$ cat config.mk
export PLATFORM = sky130hd
export DESIGN_NAME = tty_line_discipline
export DESIGN_NICKNAME = d
export VERILOG_FILES = /design/src/sv/tld_pkg.sv /design/src/sv/tld_ram.sv /design/src/sv/tld_ctrl.sv /design/src/sv/tty_line_discipline.sv
export SDC_FILE = /design/constraint.sdc
export NUM_CORES = 2
export LEC_CHECK = 0
export ABC_AREA = 1
export BUFFER_PORTS_ARGS = -buffer_cell sky130_fd_sc_hd__buf_2
export CAP_MARGIN = 10
export CORE_MARGIN = 2
export CORE_UTILIZATION = 57
export CTS_CLUSTER_SIZE = 40
export DETAILED_ROUTE_END_ITERATION = 10
export PLACE_DENSITY = 0.75
export SYNTH_ARGS = -nofsm -noshare
export SYNTH_HDL_FRONTEND = slang
export SYNTH_SLANG_ARGS = --single-unit
$ cat constraint.sdc
create_clock -name aclk -period 12.1 [get_ports aclk]
set_input_delay 0.605 -clock aclk [delete_from_list [all_inputs] [get_ports aclk]]
set_output_delay 0.605 -clock aclk [all_outputs]
set_load 0.01 [all_outputs]
$ cat src/sv/tld_pkg.sv
// shared types and constants of the terminal input line discipline
package tld_pkg;

    localparam int BYTE_W = 8;
    localparam int CMD_W  = 2;
    localparam int CNT_W  = 7;
    localparam int KIND_W = 2;
    localparam int CFG_IDX_W = 2;

    typedef logic [BYTE_W-1:0] byte_t;
    typedef logic [CNT_W-1:0]  cnt_t;

    localparam byte_t CH_NUL  = 8'd0;
    localparam byte_t CH_BS   = 8'd8;
    localparam byte_t CH_NL   = 8'd10;
    localparam byte_t CH_CR   = 8'd13;
    localparam byte_t CH_DEL  = 8'd127;
    localparam byte_t CH_LOW  = 8'd32;
    localparam byte_t CH_HIGH = 8'd126;

    typedef enum logic [CMD_W-1:0] {
        CMD_BYTE  = 2'd0,
        CMD_READ  = 2'd1,
        CMD_FLUSH = 2'd2
    } cmd_e;

    typedef enum logic [KIND_W-1:0] {
        KIND_ECHO  = 2'd0,
        KIND_DATA  = 2'd1,
        KIND_EMPTY = 2'd2
    } kind_e;

    localparam logic [CFG_IDX_W-1:0] CFG_CRNL  = 2'd0;
    localparam logic [CFG_IDX_W-1:0] CFG_CANON = 2'd1;
    localparam logic [CFG_IDX_W-1:0] CFG_ECHO  = 2'd2;

    typedef struct packed {
        logic crnl;
        logic canon;
        logic echo;
    } cfg_t;

    typedef struct packed {
        logic  valid;
        kind_e kind;
        byte_t data;
        logic  last;
    } res_t;

    typedef enum logic [2:0] {
        ST_IDLE,
        ST_DECODE,
        ST_PUB_RD,
        ST_PUB_WR,
        ST_ECHO,
        ST_RD_ISSUE,
        ST_RD_DATA
    } state_e;

endpackage

$ cat src/sv/tld_ram.sv
// byte-wide single-port-read, single-port-write memory with registered read data
module tld_ram #(
    parameter int DEPTH = 128,
    parameter int AW    = 7
) (
    input  logic              aclk,
    input  logic              we,
    input  logic [AW-1:0]     waddr,
    input  tld_pkg::byte_t    wdata,
    input  logic              re,
    input  logic [AW-1:0]     raddr,
    output tld_pkg::byte_t    rdata
);
    import tld_pkg::*;

    byte_t mem [DEPTH];
    byte_t rdata_reg;

    always_ff @(posedge aclk) begin
        if (we) begin
            mem[waddr] <= wdata;
        end
    end

    // read data holds while no read is issued
    always_ff @(posedge aclk) begin
        if (re) begin
            rdata_reg <= mem[raddr];
        end
    end

    assign rdata = rdata_reg;

endmodule

$ cat src/sv/tld_ctrl.sv
// command sequencer with line store and cooked ring memories
module tld_ctrl #(
    parameter int LINE_SLOTS   = 128,
    parameter int COOKED_SLOTS = 256,
    parameter int MAX_READ     = 64
) (
    input  logic                aclk,
    input  logic                aresetn,
    input  tld_pkg::cfg_t       cfg,
    input  logic                s_valid,
    output logic                s_ready,
    input  logic [1:0]          s_cmd,
    input  tld_pkg::byte_t      s_byte,
    input  tld_pkg::cnt_t       s_count,
    input  logic                out_free,
    output tld_pkg::res_t       res
);
    import tld_pkg::*;

    localparam int LW  = $clog2(LINE_SLOTS);
    localparam int LCW = $clog2(LINE_SLOTS + 1);
    localparam int RW  = $clog2(COOKED_SLOTS);
    localparam int RCW = $clog2(COOKED_SLOTS + 1);

    state_e state_reg, state_next;

    logic [1:0]   cmd_reg, cmd_next;
    byte_t        byte_reg, byte_next;
    cnt_t         cnt_reg, cnt_next;
    byte_t        echo_reg, echo_next;
    cnt_t         n_reg, n_next;
    logic [LCW-1:0] len_reg, len_next;
    logic [LCW-1:0] pub_len_reg, pub_len_next;
    logic [LCW-1:0] pub_idx_reg, pub_idx_next;
    logic [RW-1:0]  head_reg, head_next;
    logic [RCW-1:0] fill_reg, fill_next;

    // line store port
    logic          line_we, line_re;
    logic [LW-1:0] line_waddr, line_raddr;
    byte_t         line_wdata, line_rdata;
    // cooked ring port
    logic          ring_we, ring_re;
    logic [RW-1:0] ring_waddr, ring_raddr;
    byte_t         ring_wdata, ring_rdata;

    tld_ram #(.DEPTH(LINE_SLOTS), .AW(LW)) u_line (
        .aclk  (aclk),
        .we    (line_we),
        .waddr (line_waddr),
        .wdata (line_wdata),
        .re    (line_re),
        .raddr (line_raddr),
        .rdata (line_rdata)
    );

    tld_ram #(.DEPTH(COOKED_SLOTS), .AW(RW)) u_ring (
        .aclk  (aclk),
        .we    (ring_we),
        .waddr (ring_waddr),
        .wdata (ring_wdata),
        .re    (ring_re),
        .raddr (ring_raddr),
        .rdata (ring_rdata)
    );

    // decoded byte command
    byte_t b_map;
    logic  b_nul, b_erase, b_nl, b_print, line_room, data_last;
    assign b_map     = (byte_reg == CH_CR && cfg.crnl) ? CH_NL : byte_reg;
    assign b_nul     = (byte_reg == CH_NUL);
    assign b_erase   = (b_map == CH_BS) || (b_map == CH_DEL);
    assign b_nl      = (b_map == CH_NL);
    assign b_print   = (b_map >= CH_LOW) && (b_map <= CH_HIGH);
    assign line_room = (len_reg < LCW'(LINE_SLOTS - 1));
    assign data_last = (ring_rdata == CH_NL) || (cnt_t'(n_reg + 1'b1) == cnt_reg);

    // ring push: a full ring drops its oldest byte first
    logic [RW-1:0]  head_inc, push_head, push_slot;
    logic [RCW-1:0] push_f, push_fill;
    logic [RCW:0]   push_sum;
    logic           push_full;
    assign head_inc  = (head_reg == RW'(COOKED_SLOTS - 1)) ? '0 : head_reg + 1'b1;
    assign push_full = (fill_reg == RCW'(COOKED_SLOTS));
    assign push_head = push_full ? head_inc : head_reg;
    assign push_f    = push_full ? RCW'(COOKED_SLOTS - 1) : fill_reg;
    assign push_sum  = (RCW+1)'(push_head) + (RCW+1)'(push_f);
    assign push_slot = (push_sum >= (RCW+1)'(COOKED_SLOTS))
                     ? RW'(push_sum - (RCW+1)'(COOKED_SLOTS)) : RW'(push_sum);
    assign push_fill = push_f + 1'b1;

    assign s_ready = (state_reg == ST_IDLE);

    always_ff @(posedge aclk) begin
        if (!aresetn) begin
            state_reg <= ST_IDLE;
            len_reg   <= '0;
            head_reg  <= '0;
            fill_reg  <= '0;
        end else begin
            state_reg <= state_next;
            len_reg   <= len_next;
            head_reg  <= head_next;
            fill_reg  <= fill_next;
        end
    end

    always_ff @(posedge aclk) begin
        cmd_reg     <= cmd_next;
        byte_reg    <= byte_next;
        cnt_reg     <= cnt_next;
        echo_reg    <= echo_next;
        n_reg       <= n_next;
        pub_len_reg <= pub_len_next;
        pub_idx_reg <= pub_idx_next;
    end

    // next state
    always_comb begin
        state_next = state_reg;
        unique case (state_reg)
            ST_IDLE: begin
                if (s_valid) begin
                    state_next = ST_DECODE;
                end
            end
            ST_DECODE: begin
                state_next = ST_IDLE;
                unique case (cmd_reg)
                    CMD_BYTE: begin
                        priority if (b_nul) begin
                            state_next = ST_IDLE;
                        end else if (!cfg.canon) begin
                            state_next = cfg.echo ? ST_ECHO : ST_IDLE;
                        end else if (b_erase) begin
                            if (len_reg != '0 && cfg.echo) begin
                                state_next = ST_ECHO;
                            end
                        end else if (b_nl) begin
                            state_next = ST_PUB_RD;
                        end else if (b_print && line_room && cfg.echo) begin
                            state_next = ST_ECHO;
                        end
                    end
                    CMD_READ: begin
                        if (cnt_reg != '0) begin
                            state_next = ST_RD_ISSUE;
                        end
                    end
                    default: state_next = ST_IDLE;
                endcase
            end
            ST_PUB_RD: state_next = ST_PUB_WR;
            ST_PUB_WR: begin
                if (pub_idx_reg + 1'b1 == pub_len_reg) begin
                    state_next = cfg.echo ? ST_ECHO : ST_IDLE;
                end else begin
                    state_next = ST_PUB_RD;
                end
            end
            ST_ECHO: begin
                if (out_free) begin
                    state_next = ST_IDLE;
                end
            end
            ST_RD_ISSUE: begin
                if (fill_reg != '0) begin
                    state_next = ST_RD_DATA;
                end else if (out_free) begin
                    state_next = ST_IDLE;
                end
            end
            ST_RD_DATA: begin
                if (out_free) begin
                    state_next = data_last ? ST_IDLE : ST_RD_ISSUE;
                end
            end
            default: state_next = ST_IDLE;
        endcase
    end

    // datapath, memory ports and results
    always_comb begin
        cmd_next     = cmd_reg;
        byte_next    = byte_reg;
        cnt_next     = cnt_reg;
        echo_next    = echo_reg;
        n_next       = n_reg;
        len_next     = len_reg;
        pub_len_next = pub_len_reg;
        pub_idx_next = pub_idx_reg;
        head_next    = head_reg;
        fill_next    = fill_reg;
        line_we      = 1'b0;
        line_waddr   = len_reg[LW-1:0];
        line_wdata   = b_map;
        line_re      = 1'b0;
        line_raddr   = pub_idx_reg[LW-1:0];
        ring_we      = 1'b0;
        ring_waddr   = push_slot;
        ring_wdata   = b_map;
        ring_re      = 1'b0;
        ring_raddr   = head_reg;
        res          = '{valid: 1'b0, kind: KIND_ECHO, data: echo_reg, last: 1'b1};
        unique case (state_reg)
            ST_IDLE: begin
                if (s_valid) begin
                    cmd_next  = s_cmd;
                    byte_next = s_byte;
                    cnt_next  = (s_count > cnt_t'(MAX_READ)) ? cnt_t'(MAX_READ) : s_count;
                end
            end
            ST_DECODE: begin
                n_next = '0;
                unique case (cmd_reg)
                    CMD_BYTE: begin
                        priority if (b_nul) begin
                            n_next = '0;
                        end else if (!cfg.canon) begin
                            ring_we   = 1'b1;
                            head_next = push_head;
                            fill_next = push_fill;
                            echo_next = b_map;
                        end else if (b_erase) begin
                            if (len_reg != '0) begin
                                len_next  = len_reg - 1'b1;
                                echo_next = CH_BS;
                            end
                        end else if (b_nl) begin
                            line_wdata   = CH_NL;
                            pub_idx_next = '0;
                            echo_next    = CH_NL;
                            len_next     = '0;
                            if (len_reg < LCW'(LINE_SLOTS)) begin
                                line_we      = 1'b1;
                                pub_len_next = len_reg + 1'b1;
                            end else begin
                                pub_len_next = len_reg;
                            end
                        end else if (b_print && line_room) begin
                            line_we   = 1'b1;
                            len_next  = len_reg + 1'b1;
                            echo_next = b_map;
                        end
                    end
                    CMD_FLUSH: begin
                        head_next = '0;
                        fill_next = '0;
                        len_next  = '0;
                    end
                    default: n_next = '0;
                endcase
            end
            ST_PUB_RD: line_re = 1'b1;
            ST_PUB_WR: begin
                ring_we      = 1'b1;
                ring_wdata   = line_rdata;
                head_next    = push_head;
                fill_next    = push_fill;
                pub_idx_next = pub_idx_reg + 1'b1;
            end
            ST_ECHO: begin
                res.valid = out_free;
            end
            ST_RD_ISSUE: begin
                if (fill_reg != '0) begin
                    ring_re = 1'b1;
                end else begin
                    res = '{valid: out_free, kind: KIND_EMPTY, data: CH_NUL, last: 1'b1};
                end
            end
            ST_RD_DATA: begin
                res = '{valid: out_free, kind: KIND_DATA, data: ring_rdata, last: data_last};
                if (out_free) begin
                    head_next = head_inc;
                    fill_next = fill_reg - 1'b1;
                    n_next    = n_reg + 1'b1;
                end
            end
            default: n_next = n_reg;
        endcase
    end

`ifndef SYNTHESIS
    a_fill_bound: assert property (@(posedge aclk) disable iff (!aresetn)
        fill_reg <= RCW'(COOKED_SLOTS))
        else $error("ring fill above capacity");
    a_head_bound: assert property (@(posedge aclk) disable iff (!aresetn)
        (RW+1)'(head_reg) < (RW+1)'(COOKED_SLOTS))
        else $error("ring head out of range");
    a_line_bound: assert property (@(posedge aclk) disable iff (!aresetn)
        len_reg <= LCW'(LINE_SLOTS - 1))
        else $error("line length above limit");
    a_res_free: assert property (@(posedge aclk) disable iff (!aresetn)
        res.valid |-> out_free)
        else $error("result issued into a busy output register");
    a_pop_nonempty: assert property (@(posedge aclk) disable iff (!aresetn)
        (state_reg == ST_RD_DATA) |-> $past(fill_reg) != '0)
        else $error("ring read issued on empty ring");
`endif

endmodule

$ cat src/sv/tty_line_discipline.sv
// top level of the terminal input line discipline: config registers and output register
//
// channel  dir  handshake               payload
// s_       in   s_tvalid / s_tready     tuser: cmd; tdata: in_byte, read_count
// m_       out  m_tvalid / m_tready     tuser: kind; tdata: out_byte; tlast: last
// cfg_     in   cfg_valid / cfg_ready   cfg_index, cfg_data
//
// a request is taken in ST_IDLE and decoded in the next cycle; an echo then passes ST_ECHO
// newline publishes the line byte by byte, each a line store read, then a ring write
// a read request pops ring bytes one at a time via the ring read port, stalling on a busy output
// reset clears pointers, lengths, flags and sets modes; the two memories need no clearing pass
// a result waits while the output register is full and m_tready is low; no request is taken then
module tty_line_discipline #(
    parameter int LINE_SLOTS   = 128,
    parameter int COOKED_SLOTS = 256,
    parameter int MAX_READ     = 64
) (
    input  logic        aclk,
    input  logic        aresetn,
    input  logic        s_tvalid,
    output logic        s_tready,
    input  logic [15:0] s_tdata,    // in_byte [7:0], read_count [14:8], zero [15]
    input  logic [1:0]  s_tuser,    // cmd [1:0]
    output logic        m_tvalid,
    input  logic        m_tready,
    output logic [7:0]  m_tdata,    // out_byte [7:0]
    output logic [1:0]  m_tuser,    // kind [1:0]
    output logic        m_tlast,
    input  logic        cfg_valid,
    output logic        cfg_ready,
    input  logic [1:0]  cfg_index,
    input  logic        cfg_data
);
    import tld_pkg::*;

    cfg_t  cfg_reg, cfg_next;
    logic  m_valid_reg, m_valid_next;
    res_t  out_reg, out_next;
    res_t  res;
    logic  out_free;

    assign cfg_ready = 1'b1;
    assign out_free  = !m_valid_reg || m_tready;

    always_comb begin
        cfg_next = cfg_reg;
        if (cfg_valid) begin
            unique case (cfg_index)
                CFG_CRNL:  cfg_next.crnl  = cfg_data;
                CFG_CANON: cfg_next.canon = cfg_data;
                CFG_ECHO:  cfg_next.echo  = cfg_data;
                default:   cfg_next = cfg_reg;
            endcase
        end
    end

    always_comb begin
        out_next     = res.valid ? res : out_reg;
        m_valid_next = res.valid || (m_valid_reg && !m_tready);
    end

    always_ff @(posedge aclk) begin
        if (!aresetn) begin
            cfg_reg     <= '{crnl: 1'b1, canon: 1'b1, echo: 1'b1};
            m_valid_reg <= 1'b0;
        end else begin
            cfg_reg     <= cfg_next;
            m_valid_reg <= m_valid_next;
        end
    end

    always_ff @(posedge aclk) begin
        out_reg <= out_next;
    end

    tld_ctrl #(
        .LINE_SLOTS   (LINE_SLOTS),
        .COOKED_SLOTS (COOKED_SLOTS),
        .MAX_READ     (MAX_READ)
    ) u_ctrl (
        .aclk     (aclk),
        .aresetn  (aresetn),
        .cfg      (cfg_reg),
        .s_valid  (s_tvalid),
        .s_ready  (s_tready),
        .s_cmd    (s_tuser),
        .s_byte   (s_tdata[7:0]),
        .s_count  (s_tdata[14:8]),
        .out_free (out_free),
        .res      (res)
    );

    assign m_tvalid = m_valid_reg;
    assign m_tdata  = out_reg.data;
    assign m_tuser  = out_reg.kind;
    assign m_tlast  = out_reg.last;

endmodule

# Yosys cells after proc, flatten, opt, wreduce, memory -nomap -nowiden

Memory sizes are Yosys's and may differ from the RTL's. A register that Yosys moved wholly into a read port is not among the register bits.
Index checks and enable logic that the tools add are counted.

Register bits after elaboration: 91
Output and inout bits: 14
Memories kept: 2
RAM bits: 3,072

Memory list:

| memory            | depth | width | rd ports | clocked after Yosys merged registers in | wr ports | line          | RTL |
|---|---|---|---|---|---|---|---|
| u_ctrl.u_ring.mem | 256   | 8     | 1        | 1                                       | 1        | tld_ram.sv:16 | `byte_t mem [DEPTH];` |
| u_ctrl.u_line.mem | 128   | 8     | 1        | 1                                       | 1        | tld_ram.sv:16 |  |

Multiplexer cells: 81
Add/subtract/negate cells: 9
Magnitude comparators: 6
Reductions and logical operators: 35
Bitwise operators: 2
Equality and inequality tests: 35

Operators with widths:

| kind                                                 | count |
|---|---|
| 2-to-1 mux 8 bit                                     | 31 |
| case mux 8 bit (2 select lines)                      | 3 |
| 2-to-1 mux 3 bit                                     | 14 |
| 2-to-1 mux 9 bit                                     | 4 |
| == test 8 x 4 -> 1 bit, second input constant        | 4 |
| case mux 9 bit (3 select lines)                      | 1 |
| adder 8 x 1 -> 8 bit, second input constant          | 3 |
| case mux 8 bit (3 select lines)                      | 1 |
| case mux 11 bit (2 select lines)                     | 1 |
| case mux 3 bit (7 select lines)                      | 1 |
| 2-to-1 mux 1 bit                                     | 18 |
| case mux 9 bit (2 select lines)                      | 1 |
| AND reduction 6 bit                                  | 3 |
| subtractor 8 x 1 -> 8 bit, second input constant     | 2 |
| inequality test 3 bit, second input constant         | 5 |
| inequality test 2 bit, second input constant         | 7 |
| case mux 7 bit (2 select lines)                      | 1 |
| 2-to-1 mux 12 bit                                    | 1 |
| AND reduction 2 bit                                  | 6 |
| adder 8 x 9 -> 10 bit                                | 1 |
| >= comparator 10 x 9 -> 1 bit, second input constant | 1 |
| AND reduction 5 bit                                  | 2 |
| adder 9 x 1 -> 9 bit, second input constant          | 1 |
| == test 3 bit, second input constant                 | 3 |
| 34 further kinds                                     | 53 |

# Depth between registers and ports, before layout

Word-level depth: 15
Depth in mapped cells: 20
Gate-level depth less buffers: 19

# Hierarchy

Synthesis repeated with hierarchy kept, for this count alone.

Cell total of the unflattened synthesis: 11,394
Area total of the unflattened synthesis: 131,646.3 um^2

Modules (own cells, without submodules):

| module                   | instances | sequential area each (um^2) | area an instance (um^2) | cells each |
|---|---|---|---|---|
| tld_ram at u_ctrl.u_ring | 1         | 61,739.2                    | 83,476.3                | 7,003 |
| tld_ram at u_ctrl.u_line | 1         | 30,989.7                    | 42,184.2                | 3,575 |
| tld_ctrl                 | 1         | 2,001.9                     | 5,474.0                 | 780 |
| tty_line_discipline      | 1         | 410.4                       | 511.7                   | 36 |

# Least setup slack after synthesis

Ideal clock, no wire load.

Path type: register -> register
Start point: reg u_ctrl.state_reg[2]
End point: mem u_ctrl.u_ring.mem[0][3] in the netlist's numbering (data pin)
Path slack: -0.858 ns
Stages on the path, launching flop included: 6
Buffers on the path: 1
Library setup time: 2.188 ns
Arrival time: 10.770 ns
Path through: dfxtp_1 -> inv_2 -> nand2_1 -> nor2_2 -> clkbuf_1 -> o21ai_0

Word-level cells in the longest chain between the ends: 2

RTL lines:

| item                           | line            | RTL |
|---|---|---|
| from (decl)                    | tld_ctrl.sv:25  | `state_e state_reg, state_next;` |
| from (signal assigned)         | tld_ctrl.sv:101 | `state_reg <= state_next;` |
| == test 3 x 2 -> 1 bit         | tld_ctrl.sv:205 | `unique case (state_reg)` |
| 2-to-1 mux 8 bit               | tld_ctrl.sv:205 |  |
| named net u_ctrl.ring_wdata[3] | tld_ctrl.sv:45  | `byte_t ring_wdata, ring_rdata;` |
| to (decl)                      | tld_ram.sv:16   |  |

The timed path passes the listed nets, and every way through them passes these cells.

# Final worst setup path

Start point: reg u_ctrl.head_reg[0]
End point: mem u_ctrl.u_ring.mem[186][5] in the netlist's numbering (enable)

Word-level cells in the longest chain between the ends: 6
Elaborated cells between the ends (all ways): 8

RTL lines:

| item                                                                       | line                           | RTL |
|---|---|---|
| from (decl)                                                                | tld_ctrl.sv:35                 | `logic [RW-1:0] head_reg, head_next;` |
| from (signal assigned)                                                     | tld_ctrl.sv:103                | `head_reg <= head_next;` |
| adder 8 x 1 -> 8 bit or == test 8 bit (tied branches)                      | tld_ctrl.sv:83                 | `assign head_inc = (head_reg == RW'(COOKED_SLOTS - 1)) ? '0 : head_reg + 1'b1;` |
| 2-to-1 mux 8 bit                                                           | tld_ctrl.sv:83                 |  |
| 2-to-1 mux 8 bit (*)                                                       | tld_ctrl.sv:85                 | `assign push_head = push_full ? head_inc : head_reg;` |
| adder 8 x 9 -> 10 bit (*)                                                  | tld_ctrl.sv:87                 | `assign push_sum = (RCW+1)'(push_head) + (RCW+1)'(push_f);` |
| subtractor 8 x 1 -> 8 bit or >= comparator 10 x 9 -> 1 bit (tied branches) | tld_ctrl.sv:89, tld_ctrl.sv:88 |  |
| 2-to-1 mux 8 bit (*)                                                       | tld_ctrl.sv:89                 | `? RW'(push_sum - (RCW+1)'(COOKED_SLOTS)) : RW'(push_sum);` |

Every way passes the cells marked *; elsewhere a longest branch is shown, timed or not.

==> results by group <==
Yosys
  – Post-synth EDFFs: 3147
  – Distinct cell type count after synthesis: 60
  – Mapped Cells: 10645
  – Commonest register cell after synthesis: edfxtp_1
  – Top-area cell type share of the netlist area: 72.8%
  – FF+latch count, synth: 3179
  – Most frequent cells after synthesis: edfxtp_1 (3147), nand2_1 (1601), nand3_1 (1452)
  – Mapped Area: 130000 µm²
  – Ys async rst share: 0%
  – Cell taking the most area after synthesis: edfxtp_1
  – Ys Warns: 0
  – Seq/Total Area, Yosys: 73.3%
  – Most frequent cell after synthesis: edfxtp_1
  – Mean area per synthesized cell: 12.2 µm²
  – Net count after synthesis: 10686
  – Synth top area cells: edfxtp_1 (73%), nand3_1 (5.6%), nand2_1 (4.6%)

CTS
  – Post-CTS setup repair buffer count: 0
  – Worst skew pair latency: 0.95 ns
  – CTS sink cnt: 3179
  – CTS tree: yes
  – CTS Buf Count: 322
  – PostCTS Resize Cnt: 0
  – H-tree Lvls: 5
  – Clock transition at path regs: 0.06 ns
  – Clock tree root driver cell: clkbuf_16
  – CTS max path bufs: 4

Run status
  – Status: finished clean

STA
  – Worst slew pin tran: 1.22 ns
  – Worst Skew: 0.0909 ns
  – Slack of the critical path: 5.93 ns
  – Max_slew headroom: 18.5%
  – Final worst-path cycle share: 51.0%
  – Min Clock Period, post-route: 6.17 ns
  – RSZ-0062 raised after global routing: no
  – Final Hold Vio Count: 0
  – Achievable Freq: 0.162 GHz
  – Slew Viols, Final: 0
  – # setup viols final: 0

Setup path
  – CP bufs+invs: 2
  – Critical Path Sink: u_ctrl.u_ring.mem[186][5]
  – Worst R2R Setup Slack: 5.93 ns
  – CP max stage delay: 0.78 ns
  – Crit path from: u_ctrl.head_reg[0]
  – Crit path DAT: 6.71 ns
  – Top delay family on crit path: simple AND/OR/NAND/NOR gates
  – Worst Reg2Reg Path Length in Cells: 13
  – CP Max Fanout: 150
  – CP Data Required Time: 12.64 ns
  – Crit path capture type: register
  – Worst-path cell chain: buf_4, inv_8, nand2_1, a21oi_1, ha_1, fa_1, nand3_1, nand2_2, a21oi_2, o21bai_2, xnor2_4, nand3_4, nor2_1
  – RR Startpoint: u_ctrl.head_reg[0]
  – CP max-delay cell: dfxtp_4
  – RR Endpoint: u_ctrl.u_ring.mem[186][5]
  – Kind of critical path: register to register
  – Levels on crit path: 13
  – Setup crit start kind: register

Cells and area
  – Share of layout cells above drive strength 1: 7.16%
  – Layout Nets: 10454
  – Final core occ: 62.6%
  – Max FFs per register: 2048
  – Synthesis-to-finish area growth: 9.34%

GRT
  – Gr busiest metal: met2
  – Total grt overflow: 0
  – Vias in the first global route: 82049
  – Largest net degree at the start of global routing: 259
  – Global-route wire length before repair: 496000 µm
  – Initial antenna violation count: 5
  – Met2 GRT Util: 44.1%
  – Met3 Usage GRT: 5.31%
  – Total GRT Usage: 28.1%
  – GR met1 Demand/Resource: 38.0%

Detailed routing
  – DR vias: 85871
  – Per-cell routed wire length: 24.3 µm
  – First-iteration detailed-routing DRC count: 12823
  – Drt total wl: 332000 µm
  – Post-DRT Antenna Nets: 0
  – Pre-Repair DR Iteration Count: 8
  – DRC: 0
  – DR vias/cell: 6.29

Pwr
  – Pwr Total: 23.9 mW
  – Clk network pwr share: 39.6%
  – Cell-internal power: 18.2 mW
  – Pwr dens: 169 nW/µm²
  – Leak: 47.0 nW
  – Switching power: 5.76 mW
  – Switching fraction of total power: 24.0%
  – Flop pwr share: 51.2%
  – Combinational share of power: 9.2%
  – Worst VDD drop: 0.000170 V

Floorplan
  – Core Rows: 175
  – Initial Utilization: 57.2%
  – Die Width: 481 µm
  – Number of top-level pins: 40
  – Die ar.: 232000 µm²
  – DIE HEIGHT: 481 µm
  – Core area: 227000 µm²

Placement
  – IO Port Bufs: 37
  – Pre-CTS WS: 6.10 ns
  – Gpl congestion: 0.888
  – DP Wirelength: 177000 µm

Hold path
  – Worst Hold Class: input pin to register

Flow run
  – Max-Cap Viols: 0
## kinds of logic after synthesis
logic type      Yosys count  share of synthesized area [%]
compound gates         1896                           8.04
xor+xnor                 22                          0.179
fa+ha+maj                15                          0.150
buf+inv                1014                           3.28
flops                  3179                           73.3
other cells               1                        0.00289
simple gates           4518                           15.1
## layout by cell type, fill, tap and decap left out, types with 26 or more instances in the layout
master / synthesis / layout
nor2_1: 1310 / 1310
buf_4: 9 / 110
a21oi_1: 350 / 350
o221ai_1: 77 / 77
edfxtp_1: 3147 / 3147
clkinv_2: 0 / 45
clkinv_1: 4 / 78
buf_2: 225 / 37
inv_1: 256 / 250
nand2_1: 1601 / 1582
dfxtp_1: 32 / 26
nand3_1: 1452 / 1447
clkbuf_1: 391 / 72
nor2_2: 56 / 56
o211ai_1: 57 / 57
o22ai_1: 312 / 312
o21ai_0: 1031 / 1024
nand2_2: 10 / 26
clkbuf_16: 0 / 330
## how the worst min path moves through the flow
stage	from	end	slack, ns	cells past startpoint
after CTS	s_tdata[11]	u_ctrl.cnt_reg[3]	0.002	3
after global placement	u_ctrl.fill_reg[1]	u_ctrl.fill_reg[1]	0.50	2
after detailed placement	u_ctrl.fill_reg[1]	u_ctrl.fill_reg[1]	0.51	2
final	s_tdata[11]	u_ctrl.cnt_reg[3]	0.04	3
after floorplan	cfg_reg[2]	cfg_reg[2]	0.44	2
after global routing	s_tdata[11]	u_ctrl.cnt_reg[3]	0.04	3
## worst register-to-register path: stages, from the launching register on
cell	delay, ns
dfxtp_4	0.78
buf_4	0.81
inv_8	0.53
nand2_1	0.22
a21oi_1	0.11
ha_1	0.24
fa_1	0.46
nand3_1	0.11
nand2_2	0.09
a21oi_2	0.16
o21bai_2	0.11
xnor2_4	0.76
nand3_4	0.61
nor2_1	0.79
## metal layers
layer / vias to the layer above / part of all wire, % / wire length (µm)
met5: - / 0.0099 / 33
met4: 6 / 5.1 / 16900
met3: 935 / 11 / 36100
met2: 5411 / 47 / 156000
met1: 41452 / 37 / 123000
li1: 38067 / - / -
## power groups by stage
stage / Sequential (mW) / Clock (mW) / Combinational, mW
after CTS: 12.3 / 9.51 / 2.16
final: 12.3 / 9.47 / 2.21
after global placement: 12.5 / 0 / 2.09
after detailed placement: 12.5 / 0 / 2.14
after global routing: 12.3 / 9.93 / 2.36
after floorplan: 12.6 / 0 / 1.44
## per-stage QoR
step / instances / hold slack [ns] / cell area (µm²) / setup TNS, ns
2_1_floorplan: 10645 / 0.443 / 130000 / -1496.19
3_3_place_gp: 13077 / 0.500 / 132000 / 0
3_5_place_dp: 13077 / 0.505 / 132000 / 0
4_1_cts: 13656 / 0.00249 / 142000 / 0
5_1_grt: 13657 / 0.0396 / 142000 / 0
6_report: 13658 / 0.0445 / 142000 / 0
## cell type report
cell class	instances	area, µm²
fill	16378	84900
clock inverter	156	1330
sequential	3179	95200
clock buffer	402	8530
multi-input combinational	6452	30600
timing repair buffer	179	1440
inverter	279	1120
tap	3009	3760
antenna	2	5.00
## timing repair
action | 4_1_cts | 5_1_grt
hold endpoints to repair | 19 | 0
endpoints found under the setup margin | 0 | 0
hold buffers | 21 | 0
Note: power is estimated with default switching activity, not from simulation.
